## src/design/ffha_pkg.sv

```systemverilog
// shared types and codes of the first-fit heap allocator
// no dependencies
package ffha_pkg;

  // datapath operation codes issued by the controller
  typedef logic [3:0] op_t;
  localparam op_t OP_NONE  = 4'd0;
  localparam op_t OP_LOAD  = 4'd1;
  localparam op_t OP_SRD   = 4'd2;
  localparam op_t OP_SCHK  = 4'd3;
  localparam op_t OP_NRD   = 4'd4;
  localparam op_t OP_NCHK  = 4'd5;
  localparam op_t OP_MERGE = 4'd6;
  localparam op_t OP_DRD   = 4'd7;
  localparam op_t OP_DWR   = 4'd8;
  localparam op_t OP_URD   = 4'd9;
  localparam op_t OP_UWR   = 4'd10;
  localparam op_t OP_SPLIT = 4'd11;
  localparam op_t OP_AWR   = 4'd12;
  localparam op_t OP_OUT   = 4'd13;

  // result status codes
  localparam logic [1:0] ST_OK      = 2'd0;
  localparam logic [1:0] ST_NOFIT   = 2'd1;
  localparam logic [1:0] ST_BADADDR = 2'd2;

  // command from controller to datapath
  typedef struct packed {
    op_t op;
  } ffha_cmd_t;

  // status from datapath to controller
  typedef struct packed {
    logic is_free;
    logic match;
    logic last;
    logic bad;
    logic split_ok;
    logic k_nz;
    logic drd_more;
    logic urd_more;
  } ffha_stat_t;

endpackage

```

## src/design/ffha_ram.sv

```systemverilog
// generic single write port ram with registered read
// no dependencies
module ffha_ram #(
  parameter int WIDTH = 8,
  parameter int DEPTH = 64
) (
  input  logic                     clk,
  input  logic                     we,
  input  logic [$clog2(DEPTH)-1:0] waddr,
  input  logic [WIDTH-1:0]         wdata,
  input  logic                     re,
  input  logic [$clog2(DEPTH)-1:0] raddr,
  output logic [WIDTH-1:0]         rdata
);

  logic [WIDTH-1:0] mem [DEPTH];

  always_ff @(posedge clk) begin
    if (we) begin
      mem[waddr] <= wdata;
    end
    if (re) begin
      rdata <= mem[raddr];
    end
  end

endmodule

```

## src/design/ffha_ctl.sv

```systemverilog
// controller state machine of the heap allocator
// depends on ffha_pkg
module ffha_ctl (
  input  logic                clk,
  input  logic                rst_n,
  input  logic                in_valid,
  output logic                in_ready,
  output logic                out_valid,
  input  logic                out_ready,
  input  ffha_pkg::ffha_stat_t stat,
  output ffha_pkg::ffha_cmd_t  cmd
);
  import ffha_pkg::*;

  localparam logic [3:0] S_IDLE  = 4'd0;
  localparam logic [3:0] S_SRD   = 4'd1;
  localparam logic [3:0] S_SCHK  = 4'd2;
  localparam logic [3:0] S_NRD   = 4'd3;
  localparam logic [3:0] S_NCHK  = 4'd4;
  localparam logic [3:0] S_MERGE = 4'd5;
  localparam logic [3:0] S_DRD   = 4'd6;
  localparam logic [3:0] S_DWR   = 4'd7;
  localparam logic [3:0] S_URD   = 4'd8;
  localparam logic [3:0] S_UWR   = 4'd9;
  localparam logic [3:0] S_SPLIT = 4'd10;
  localparam logic [3:0] S_AWR   = 4'd11;
  localparam logic [3:0] S_FIN   = 4'd12;

  logic [3:0] state_r, state_nxt;
  logic       out_valid_r, out_valid_nxt;
  logic       fin_fire;

  assign in_ready  = (state_r == S_IDLE);
  assign out_valid = out_valid_r;
  assign fin_fire  = (state_r == S_FIN) && (!out_valid_r || out_ready);

  // next state and datapath command
  always_comb begin
    state_nxt = state_r;
    cmd.op    = OP_NONE;
    unique case (state_r)
      S_IDLE: begin
        if (in_valid) begin
          cmd.op    = OP_LOAD;
          state_nxt = S_SRD;
        end
      end
      S_SRD: begin
        cmd.op    = OP_SRD;
        state_nxt = S_SCHK;
      end
      S_SCHK: begin
        cmd.op = OP_SCHK;
        if (stat.match && !stat.bad) begin
          if (!stat.is_free) begin
            state_nxt = stat.split_ok ? S_URD : S_AWR;
          end else begin
            state_nxt = stat.last ? S_MERGE : S_NRD;
          end
        end else if (stat.match || stat.last) begin
          state_nxt = S_FIN;
        end else begin
          state_nxt = S_SRD;
        end
      end
      S_NRD: begin
        cmd.op    = OP_NRD;
        state_nxt = S_NCHK;
      end
      S_NCHK: begin
        cmd.op    = OP_NCHK;
        state_nxt = S_MERGE;
      end
      S_MERGE: begin
        cmd.op    = OP_MERGE;
        state_nxt = stat.k_nz ? S_DRD : S_FIN;
      end
      S_DRD: begin
        cmd.op    = OP_DRD;
        state_nxt = stat.drd_more ? S_DWR : S_FIN;
      end
      S_DWR: begin
        cmd.op    = OP_DWR;
        state_nxt = S_DRD;
      end
      S_URD: begin
        cmd.op    = OP_URD;
        state_nxt = stat.urd_more ? S_UWR : S_SPLIT;
      end
      S_UWR: begin
        cmd.op    = OP_UWR;
        state_nxt = S_URD;
      end
      S_SPLIT: begin
        cmd.op    = OP_SPLIT;
        state_nxt = S_AWR;
      end
      S_AWR: begin
        cmd.op    = OP_AWR;
        state_nxt = S_FIN;
      end
      S_FIN: begin
        if (fin_fire) begin
          cmd.op    = OP_OUT;
          state_nxt = S_IDLE;
        end
      end
      default: state_nxt = S_IDLE;
    endcase
  end

  // output word valid flag
  always_comb begin
    out_valid_nxt = out_valid_r;
    if (out_valid_r && out_ready) begin
      out_valid_nxt = 1'b0;
    end
    if (fin_fire) begin
      out_valid_nxt = 1'b1;
    end
  end

  always_ff @(posedge clk) begin
    if (!rst_n) begin
      state_r     <= S_IDLE;
      out_valid_r <= 1'b0;
    end else begin
      state_r     <= state_nxt;
      out_valid_r <= out_valid_nxt;
    end
  end

endmodule

```

## src/design/ffha_dp.sv

```systemverilog
// datapath of the heap allocator: block table ram, indexes, free sum, result
// depends on ffha_pkg and ffha_ram
module ffha_dp #(
  parameter int HEAP_BYTES      = 65536,
  parameter int MIN_BLOCK_BYTES = 16,
  parameter int HEADER_BYTES    = 16,
  parameter int MAX_BLOCKS      = 64
) (
  input  logic                 clk,
  input  logic                 rst_n,
  input  ffha_pkg::ffha_cmd_t  cmd,
  output ffha_pkg::ffha_stat_t stat,
  input  logic                 in_cmd,
  input  logic [15:0]          in_req_size,
  input  logic [15:0]          in_free_addr,
  output logic [1:0]           out_status,
  output logic [15:0]          out_payload_offset,
  output logic [15:0]          out_free_bytes
);
  import ffha_pkg::*;

  localparam int HW   = $clog2(HEAP_BYTES) + 1;
  localparam int W    = (HW > 17) ? HW : 17;
  localparam int IW   = $clog2(MAX_BLOCKS);
  localparam int CW   = $clog2(MAX_BLOCKS + 1);
  localparam int DW   = 2 * W + 1;
  localparam logic [W-1:0]  HDR    = W'(HEADER_BYTES);
  localparam logic [W-1:0]  MINB   = W'(MIN_BLOCK_BYTES);
  localparam logic [W-1:0]  PAY0   = W'(HEAP_BYTES - HEADER_BYTES);
  localparam logic [CW-1:0] MAXC   = CW'(MAX_BLOCKS);

  // table ram and entry 0 reset substitute
  logic          we, re;
  logic [IW-1:0] waddr, raddr;
  logic [DW-1:0] wdata, ram_q, q;
  logic          e0w_r, e0w_nxt, rd0_r, rd0_nxt;

  ffha_ram #(.WIDTH(DW), .DEPTH(MAX_BLOCKS)) u_ram (
    .clk   (clk),
    .we    (we),
    .waddr (waddr),
    .wdata (wdata),
    .re    (re),
    .raddr (raddr),
    .rdata (ram_q)
  );

  assign q = rd0_r ? {1'b0, PAY0, {W{1'b0}}} : ram_q;

  logic          q_used;
  logic [W-1:0]  q_pay, q_off;
  assign q_used = q[DW-1];
  assign q_pay  = q[2*W-1:W];
  assign q_off  = q[W-1:0];

  // working registers
  logic          cmd_r, cmd_nxt, split_r, split_nxt, nxtv_r, nxtv_nxt;
  logic [W-1:0]  size_r, size_nxt, addr_r, addr_nxt, ftot_r, ftot_nxt;
  logic [IW-1:0] idx_r, idx_nxt, hit_r, hit_nxt;
  logic [CW-1:0] count_r, count_nxt;
  logic [DW-1:0] cur_r, cur_nxt, prev_r, prev_nxt, nx_r, nx_nxt;
  logic [1:0]    st_r, st_nxt;
  logic [W-1:0]  poff_r, poff_nxt;
  logic [1:0]    ost_r, ost_nxt;
  logic [15:0]   opo_r, opo_nxt, ofb_r, ofb_nxt;

  logic [W-1:0]  cur_pay, cur_off, req_w;
  logic [CW-1:0] idx_p1, hit_p1;
  logic          pf, nf;
  logic [1:0]    k;
  logic [IW-1:0] p_idx;
  logic [W-1:0]  m_pay, m_off, hdr_k;

  assign cur_pay = cur_r[2*W-1:W];
  assign cur_off = cur_r[W-1:0];
  assign req_w   = W'(in_req_size);
  assign idx_p1  = CW'(idx_r) + CW'(1);
  assign hit_p1  = CW'(hit_r) + CW'(1);

  // merge decision with free neighbours
  assign pf    = (hit_r != '0) && !prev_r[DW-1];
  assign nf    = nxtv_r && !nx_r[DW-1];
  assign k     = {1'b0, pf} + {1'b0, nf};
  assign p_idx = pf ? hit_r - IW'(1) : hit_r;
  assign m_off = pf ? prev_r[W-1:0] : cur_off;
  assign m_pay = (pf ? prev_r[2*W-1:W] + HDR : '0) + cur_pay
               + (nf ? HDR + nx_r[2*W-1:W] : '0);
  assign hdr_k = (k == 2'd2) ? HDR + HDR : ((k == 2'd1) ? HDR : '0);

  // status toward the controller
  always_comb begin
    stat.is_free  = cmd_r;
    stat.match    = cmd_r ? ((q_off + HDR) == addr_r) : (!q_used && q_pay >= size_r);
    stat.last     = idx_p1 >= count_r;
    stat.bad      = cmd_r && !q_used;
    stat.split_ok = (q_pay >= size_r + MINB + HDR) && (count_r < MAXC);
    stat.k_nz     = pf || nf;
    stat.drd_more = CW'(idx_r) < count_r;
    stat.urd_more = CW'(idx_r) > hit_p1;
  end

  // ram ports
  always_comb begin
    re    = 1'b0;
    raddr = idx_r;
    we    = 1'b0;
    waddr = idx_r;
    wdata = q;
    unique case (cmd.op) inside
      OP_SRD: re = 1'b1;
      OP_NRD: begin
        re    = 1'b1;
        raddr = idx_r + IW'(1);
      end
      OP_DRD: begin
        re    = stat.drd_more;
        raddr = idx_r + IW'(k);
      end
      OP_URD: begin
        re    = stat.urd_more;
        raddr = idx_r - IW'(1);
      end
      OP_DWR, OP_UWR: we = 1'b1;
      OP_MERGE: begin
        we    = 1'b1;
        waddr = p_idx;
        wdata = {1'b0, m_pay, m_off};
      end
      OP_SPLIT: begin
        we    = 1'b1;
        waddr = hit_r + IW'(1);
        wdata = {1'b0, cur_pay - size_r - HDR, cur_off + HDR + size_r};
      end
      OP_AWR: begin
        we    = 1'b1;
        waddr = hit_r;
        wdata = {1'b1, (split_r ? size_r : cur_pay), cur_off};
      end
      default: ;
    endcase
  end

  // register updates
  always_comb begin
    cmd_nxt   = cmd_r;
    split_nxt = split_r;
    nxtv_nxt  = nxtv_r;
    size_nxt  = size_r;
    addr_nxt  = addr_r;
    ftot_nxt  = ftot_r;
    idx_nxt   = idx_r;
    hit_nxt   = hit_r;
    count_nxt = count_r;
    cur_nxt   = cur_r;
    prev_nxt  = prev_r;
    nx_nxt    = nx_r;
    st_nxt    = st_r;
    poff_nxt  = poff_r;
    ost_nxt   = ost_r;
    opo_nxt   = opo_r;
    ofb_nxt   = ofb_r;
    e0w_nxt   = e0w_r || (we && waddr == '0);
    rd0_nxt   = re ? (raddr == '0 && !e0w_r) : rd0_r;
    unique case (cmd.op)
      OP_LOAD: begin
        cmd_nxt   = in_cmd;
        size_nxt  = (req_w < MINB) ? MINB : req_w;
        addr_nxt  = W'(in_free_addr);
        idx_nxt   = '0;
        nxtv_nxt  = 1'b0;
        split_nxt = 1'b0;
        st_nxt    = ST_OK;
        poff_nxt  = '0;
      end
      OP_SCHK: begin
        if (stat.match) begin
          hit_nxt = idx_r;
          cur_nxt = q;
          if (!cmd_r && stat.split_ok) begin
            split_nxt = 1'b1;
            idx_nxt   = IW'(count_r);
          end
          if (stat.bad) begin
            st_nxt = ST_BADADDR;
          end
        end else begin
          prev_nxt = q;
          idx_nxt  = idx_r + IW'(1);
          if (stat.last) begin
            st_nxt = cmd_r ? ST_BADADDR : ST_NOFIT;
          end
        end
      end
      OP_NCHK: begin
        nx_nxt   = q;
        nxtv_nxt = 1'b1;
      end
      OP_MERGE: begin
        count_nxt = count_r - CW'(k);
        ftot_nxt  = ftot_r + cur_pay + hdr_k;
        idx_nxt   = p_idx + IW'(1);
      end
      OP_DWR: idx_nxt = idx_r + IW'(1);
      OP_UWR: idx_nxt = idx_r - IW'(1);
      OP_SPLIT: begin
        count_nxt = count_r + CW'(1);
        ftot_nxt  = ftot_r - size_r - HDR;
      end
      OP_AWR: begin
        if (!split_r) begin
          ftot_nxt = ftot_r - cur_pay;
        end
        poff_nxt = cur_off + HDR;
      end
      OP_OUT: begin
        ost_nxt = st_r;
        opo_nxt = poff_r[15:0];
        ofb_nxt = ftot_r[15:0];
      end
      default: ;
    endcase
  end

  // control state under reset
  always_ff @(posedge clk) begin
    if (!rst_n) begin
      count_r <= CW'(1);
      ftot_r  <= PAY0;
      e0w_r   <= 1'b0;
      rd0_r   <= 1'b0;
    end else begin
      count_r <= count_nxt;
      ftot_r  <= ftot_nxt;
      e0w_r   <= e0w_nxt;
      rd0_r   <= rd0_nxt;
    end
  end

  // payload registers
  always_ff @(posedge clk) begin
    cmd_r   <= cmd_nxt;
    split_r <= split_nxt;
    nxtv_r  <= nxtv_nxt;
    size_r  <= size_nxt;
    addr_r  <= addr_nxt;
    idx_r   <= idx_nxt;
    hit_r   <= hit_nxt;
    cur_r   <= cur_nxt;
    prev_r  <= prev_nxt;
    nx_r    <= nx_nxt;
    st_r    <= st_nxt;
    poff_r  <= poff_nxt;
    ost_r   <= ost_nxt;
    opo_r   <= opo_nxt;
    ofb_r   <= ofb_nxt;
  end

  assign out_status         = ost_r;
  assign out_payload_offset = opo_r;
  assign out_free_bytes     = ofb_r;

endmodule

```

## src/design/first_fit_heap_allocator.sv

```systemverilog
// First-fit heap allocator with coalescing. The heap is kept as an address-ordered
// table of blocks in a single-port-write ram of MAX_BLOCKS entries. A request walks
// the table one entry at a time (read, then check); an allocate that splits then
// shifts the entries above it up, and a free that merges shifts them down, each
// moved entry read and then written. One request is in work at a time, and the
// next is taken while the previous result still waits on the output. There is no
// clearing pass after reset: entry 0 reads as the whole heap until written.
// Depends on ffha_pkg, ffha_ctl, ffha_dp.
module first_fit_heap_allocator #(
  parameter int HEAP_BYTES      = 65536,
  parameter int MIN_BLOCK_BYTES = 16,
  parameter int HEADER_BYTES    = 16,
  parameter int MAX_BLOCKS      = 64
) (
  input  logic        clk,
  input  logic        rst_n,
  input  logic        in_valid,
  output logic        in_ready,
  input  logic        in_cmd,
  input  logic [15:0] in_req_size,
  input  logic [15:0] in_free_addr,
  output logic        out_valid,
  input  logic        out_ready,
  output logic [1:0]  out_status,
  output logic [15:0] out_payload_offset,
  output logic [15:0] out_free_bytes
);
  import ffha_pkg::*;

  ffha_cmd_t  cmd;
  ffha_stat_t stat;

  // sequencer
  ffha_ctl u_ctl (
    .clk       (clk),
    .rst_n     (rst_n),
    .in_valid  (in_valid),
    .in_ready  (in_ready),
    .out_valid (out_valid),
    .out_ready (out_ready),
    .stat      (stat),
    .cmd       (cmd)
  );

  // block table and arithmetic
  ffha_dp #(
    .HEAP_BYTES      (HEAP_BYTES),
    .MIN_BLOCK_BYTES (MIN_BLOCK_BYTES),
    .HEADER_BYTES    (HEADER_BYTES),
    .MAX_BLOCKS      (MAX_BLOCKS)
  ) u_dp (
    .clk                (clk),
    .rst_n              (rst_n),
    .cmd                (cmd),
    .stat               (stat),
    .in_cmd             (in_cmd),
    .in_req_size        (in_req_size),
    .in_free_addr       (in_free_addr),
    .out_status         (out_status),
    .out_payload_offset (out_payload_offset),
    .out_free_bytes     (out_free_bytes)
  );

endmodule

```

## config.mk

```make
export PLATFORM = sky130hd
export DESIGN_NAME = first_fit_heap_allocator
export DESIGN_NICKNAME = d
export VERILOG_FILES = /design/src/design/ffha_pkg.sv /design/src/design/ffha_ram.sv /design/src/design/ffha_ctl.sv /design/src/design/ffha_dp.sv /design/src/design/first_fit_heap_allocator.sv
export SDC_FILE = /design/constraint.sdc
export NUM_CORES = 2
export LEC_CHECK = 0
export BUFFER_PORTS_ARGS = -buffer_cell sky130_fd_sc_hd__buf_4
export CAP_MARGIN = 20
export CORE_AREA = 2 2 397 596
export CTS_BUF_LIST = sky130_fd_sc_hd__clkbuf_8
export DETAILED_ROUTE_END_ITERATION = 6
export DIE_AREA = 0 0 399 598
export MAX_ROUTING_LAYER = met4
export PLACE_DENSITY_LB_ADDON = 0.3
export SLEW_MARGIN = 30
export SYNTH_ARGS = -nofsm -noshare
export SYNTH_HDL_FRONTEND = slang
export SYNTH_HIERARCHICAL = 1
export SYNTH_SLANG_ARGS = --single-unit
```

## constraint.sdc

```tcl
create_clock -name clk -period 13.1 [get_ports clk]
set_input_delay 0.655 -clock clk [delete_from_list [all_inputs] [get_ports clk]]
set_output_delay 0.655 -clock clk [all_outputs]
set_load 0.02 [all_outputs]
```

Word level (Yosys, flattened, before mapping)
Memories as Yosys holds them, arrays and structs flattened. A register that Yosys moved wholly into a read port is not among the register bits.
Cells that the tools add are included.

cells by class
  add/sub/neg operators = 27
  order comparisons = 7
  equal/unequal tests = 36
  multiplexer cells = 48
  bitwise logic cells = 1
  reductions and logical operators = 42

operator list
  cell                     count
  $pmux W35 S3             1
  $pmux W4 S13             2
  $mux W17                 6
  $add A17 B17 Y17         5
  $add A17 B5 Y17 const B  5
  $pmux W17 S3             1
  $sub A17 B17 Y17         3
  $eq A4 B4 Y1 const B     11
  $pmux W6 S3              2
  $mux W35                 1
  $ge A17 B17 Y1           2
  $sub A17 B5 Y17 const B  2
  $eq A4 B3 Y1 const B     8
  $mux W4                  8
  $pmux W16 S2             1
  $pmux W6 S5              1
  $add A6 B1 Y6 const B    3
  $mux W6                  3
  $add A5 B17 Y17 const A  1
  $eq A17 B16 Y1           1
  $eq A4 B2 Y1 const B     4
  $lt A16 B5 Y1 const B    1
  $add A6 B1 Y7 const B    2
  $pmux W7 S2              1
  37 further kinds         86

word-level totals
  register bits = 235
  RAM bits = 2,240
  input bits = 37
  output and inout bits = 36
  word-level logic and storage cells = 184
  memories kept = 1

memories
  name            depth  width  rd ports  clocked after memory_dff  write ports  RTL line        source
  u_dp.u_ram.mem  64     35     1         1                         1            ffha_ram.sv:16  logic [WIDTH-1:0] mem [DEPTH];

Longest topological paths before layout
  depth in word-level cells = 10
  mapped depth = 22
  mapped depth without buffers = 18

Hierarchy
Netlist, hierarchy kept.

by module, submodules not included
  module    instances  cells an instance  area an instance (µm²)  seq. area each (µm²)
  ffha_ram  1          3,835              86,518.0                68,315.5
  ffha_dp   1          1,885              17,603.1                6,085.8
  ffha_ctl  1          63                 470.5                   100.1

Worst setup path before layout
No wires, ideal clock.

  path kind = register to register
  start point = register u_dp.hit_r[0]
  end point = memory u_dp/u_ram/mem[0][33] (netlist bit), data pin
  library setup time = 0.702 ns
  arrival time = 6.137 ns
  data required time = 12.398 ns
  slack = 6.262 ns
  stages on the path, launching flop included = 17
  buffers on the path = 2
  period minus slack after synthesis = 6.838 ns
  path through = edfxtp_1 -> clkbuf_1 -> inv_1 -> ha_1 -> a31oi_2 -> clkbuf_1 -> and2_1 -> fa_1 -> ha_1 -> a211o_1 -> a211oi_1 -> o211ai_1 -> nand2_1 -> o22ai_1 -> o41ai_1 -> xnor2_1 -> o21ai_0

between the ends
  cells in the longest elaborated chain, start to end = 6

RTL lines
  item                    RTL line        source
  from (decl)             ffha_dp.sv:59   logic [IW-1:0] idx_r, idx_nxt, hit_r, hit_nxt;
  from (signal assigned)  ffha_dp.sv:247  hit_r <= hit_nxt;
  $reduce_bool A6 Y1      ffha_dp.sv:81   assign pf = (hit_r != '0) && !prev_r[DW-1];
  $logic_and A1 B1 Y1     ffha_dp.sv:81
  $mux W17                ffha_dp.sv:86   assign m_pay = (pf ? prev_r[2*W-1:W] + HDR : '0) + cur_pay
  $add A17 B17 Y17        ffha_dp.sv:86
  $add A17 B17 Y17        ffha_dp.sv:87   + (nf ? HDR + nx_r[2*W-1:W] : '0);
  $pmux W35 S3            ffha_dp.sv:109  unique case (cmd.op) inside
  net u_dp.wdata[33]      ffha_dp.sv:35   logic [DW-1:0] wdata, ram_q, q;
  to (decl)               ffha_ram.sv:16

The timed path passes the listed nets, and every way through them passes these cells.

==> results by stage <==
Timing:
- In the finished design, the share of the clock period the worst path needs comes to 0.5581.
- Setup violations remaining at the end of the flow were counted as 0.
- The clock arrives with 0.05400 ns of skew.
- The top achievable clock speed is 136.8 MHz.
- The sum of negative setup slack is 0 ns.
- Hold is met by 0.07566 ns.
- The worst setup slack after layout is 5.789 ns.
- The number of slew-limit violations in the final report came to 0.
- The number of endpoints with negative hold slack in the final report is 0.
- The remaining max-slew budget at the tightest pin is 0.1757.
- At the pin with the least slew margin, the transition time is 1.233 ns.
- Setup repair after global routing left no endpoint under its margin.
- The clock period minus final worst setup slack is 7.311 ns.

Clocking:
- The post-cts resize count is 0.
- For this design, the sink count on the clock tree is 2491.
- The clock latency of the later-clocked register in the worst-skew pair is 0.99 ns.
- The CTS tree is yes.
- The H-tree level count is 5.
- The clock passes through at most 4 buffers.
- Once the clock tree was built, the setup fixing pass inserted 0 buffers.
- The root buffer cell chosen for the clock tree is sky130_fd_sc_hd__clkbuf_8.
- Clock-pin slew was measured on the worst setup and hold paths at 0.06 ns.
- The number of buffers created by CTS is 358.

Global routing:
- The number of antenna violations at the first check in global routing is 26.
- The via count of the first global-routing pass came to 58870.
- The maximum number of pins on one net before global-route repair is 103.
- The global-route usage over all layers is 0.2622.
- For this run the aggregate overflow at the end of global routing stands at 0.
- The wire length of the first global-routing pass is 430300 um.

Die:
- The floorplan die area is 238600 um2.
- Measured along the x axis, the die boundary spans 399 um.
- The top-level I/O count is 73.
- After floorplanning, the core was sized to cover 234000 um2.
- The die height is 598 um.
- The floorplan row count is 218.
- The initial core utilization is 0.4469.

Routing:
- After detailed routing, the average wire length per cell comes to 31.93 um.
- Using the TritonRoute via totals, the vias-per-cell ratio works out to 6.084.
- The count of nets left with antenna violations once routing finished came out at 0.
- The detailed-route DRC error count is 0.
- The final route contains 58200 vias.
- Before antenna repair, the detailed router went through 5 iterations.
- The final layout contains routed wiring with a total length of 305400 um.
- The first routing iteration left 6043 violations.

Finish:
- The synthesis-to-finish area growth is 12.28%.
- The layout cell share with drive strength beyond 1 is 0.2295.
- The final net count is 6421.
- Once layout is complete, the utilization of the core stands at 0.5018.

Synthesis:
- The top cell type by total area after synthesis is sky130_fd_sc_hd__edfxtp_1.
- The number of enable-type register cells in the synthesized netlist is 2461.
- The most used flip-flop cell after synthesis is sky130_fd_sc_hd__edfxtp_1.
- The synthesized instance count is 5783.
- Each instance of the synthesized netlist takes up on average 18.09 um2.
- When the netlist entered floorplanning its net count stood at 6047.
- The Yosys step of the flow raised 6 warnings.
- In this run, distinct cell masters in the synthesized netlist total 95.
- The sequential share of the synthesized area is 0.7123.
- By area the synthesized netlist is led by sky130_fd_sc_hd__edfxtp_1 71%, sky130_fd_sc_hd__mux4_2 10%, sky130_fd_sc_hd__ha_1 2.4%, sky130_fd_sc_hd__mux2i_1 1.7%, sky130_fd_sc_hd__xnor2_1 0.87%.
- Ranked by instance count, the synthesized netlist is headed by 2461 x sky130_fd_sc_hd__edfxtp_1, 486 x sky130_fd_sc_hd__mux4_2, 240 x sky130_fd_sc_hd__nor2_1.
- The synthesized netlist occupies a cell area of 104600 um2.
- The register bit count reported by yosys is 2491.
- The top-area cell type share of the netlist area is 0.7066.
- In the synthesized netlist the async set-or-reset flop fraction comes to 0.
- Among all cell types in the netlist, the one instantiated most often is sky130_fd_sc_hd__edfxtp_1.

Status:
- The run finished with clean final reports.

Run:
- Across the run, the number of max-cap violations was 0.

Min path:
- The tightest min-delay check is of the in -> reg type.

Pwr:
- The worst-case vdd ir drop is 0.0003481 V.
- Power spread over the standard cell area amounts to 285.4 nW/um2.
- The leakage power of the design is 38.25 nW.

Critical path:
- STA classifies the critical path endpoint as a flop.
- The worst stage delay on the critical path is 0.93 ns.
- Of all nets on the critical path, the largest fanout is 94.
- The cell type of the slowest stage on the worst timing path is sky130_fd_sc_hd__o22ai_1.
- By startpoint and endpoint, the worst setup path is classified as reg -> reg.
- STA puts the critical path data arrival time at 8.13 ns.
- STA puts the critical path data required time at 13.92 ns.
- The category of the worst setup path launch point is a flop.
- Walking the worst path, the cells encountered are a21oi_1 > nor2_1 > nor4b_2 > a22oi_1 > o21ai_0 > xor2_4 > buf_12 > buf_4 > buf_4 > nand2b_1 > o221ai_1 > o22ai_1 > and3_1.
- Among the stages of the critical path, the cell type that occurs most often is sky130_fd_sc_hd__buf_4.

Placed design:
- At the placement stage, the worst setup path has a slack of 5.724 ns.
- In this run the tool buffered the top-level ports with 72 buffer cells.
- The HPWL after detailed placement is 185500 um.
- The global placement routability congestion is 0.9177.
[worst paths after layout]
kind | slack [ns] | start | cells after the start | to
worst min register to register | 0.41 | u_dp/poff_r[1] | 0 | u_dp/out_payload_offset[1]
worst min-delay path | 0.08 | out_ready | 3 | u_ctl/out_valid
worst max register to register | 5.79 | u_ctl/state_r[1] | 13 | u_dp/u_ram/rdata[33]
worst max-delay path | 5.79 | u_ctl/state_r[1] | 13 | u_dp/u_ram/rdata[33]
[routing by layer]
metal / part of all wire / wire [um] / global-route usage
met4: 0.075 / 22770 / 0.1623
met2: 0.51 / 156000 / 0.4446
met5: 0 / 0 / -
met1: 0.34 / 104400 / 0.2890
met3: 0.073 / 22240 / 0.04143
[cell usage in the layout, fill, tap and decap left out, drive strengths merged, types with 128 or more instances in the layout]
master and count:
clkbuf 364, clkinv 133, mux4 486, nand2 196
a21oi 128, ha 201, inv 277, buf 271
mux2i 175, nor2 240, edfxtp 2461
[layout make-up]
| cell class | count | area [um2] |
|---|---|---|
| clock buffers | 364 | 5010 |
| inverters | 182 | 683.2 |
| flip-flops and latches | 2491 | 74500 |
| clock inverters | 258 | 1632 |
| multi-input cells | 2819 | 29070 |
| fillers | 18990 | 116600 |
| well taps | 3080 | 3854 |
| diodes | 67 | 167.7 |
| repair buffers | 305 | 2522 |
[through the flow]
step / instance area [um2] / instances / total power [mW]
3_3_place_gp: 110100 / 8838 / 27.47
6_report: 117400 / 9566 / 33.52
5_1_grt: 117400 / 9563 / 34.73
4_1_cts: 117300 / 9499 / 33.64
2_1_floorplan: 104600 / 5783 / 21.67
3_5_place_dp: 110300 / 8843 / 27.74
[timing repair]
item | CTS | global route
hold endpoints to repair | 36 | 0
hold buffers | 34 | 0
endpoints found under the setup margin | 0 | 0
[registers in the layout, indices dropped and copies added, names as in the netlist, 2 cells and up]
signal                   flops
u_dp/nx_r                   18
u_dp/u_ram/mem            2240
u_dp/count_r                 7
u_dp/ftot_r                 16
u_dp/out_status              2
u_dp/out_payload_offset     16
u_dp/prev_r                 35
u_dp/st_r                    2
u_dp/poff_r                 16
u_dp/size_r                 16
u_dp/cur_r                  34
u_dp/out_free_bytes         16
u_dp/addr_r                 16
u_dp/hit_r                   6
u_dp/idx_r                   6
u_ctl/state_r                4
u_dp/u_ram/rdata            35
[worst max-delay path: cells and delay by family, from the launching register on]
family          cells  cell delay [ns]
xor+xnor            1             0.20
flops               1             0.69
compound gates      5             2.15
simple gates        4             2.30
buf+inv             3             1.69
[kinds of logic (layout without fill, tap and decap cells)]
group,after synthesis,count (layout),share of synthesized area
compound gates,777,777,0.05209
xor+xnor,153,153,0.01281
fa+ha+maj,227,227,0.02902
buf+inv,473,1109,0.02016
flops,2491,2491,0.7123
mux,726,726,0.1284
other cells,0,67,0
simple gates,936,936,0.04522
[report_power, final]
part | internal [mW] | switching, mW
logic | 5.85 | 10.4
clock network | 2.95 | 2.96
registers | 11.0 | 0.378
No activity file was read; power rests on OpenSTA's default activity.
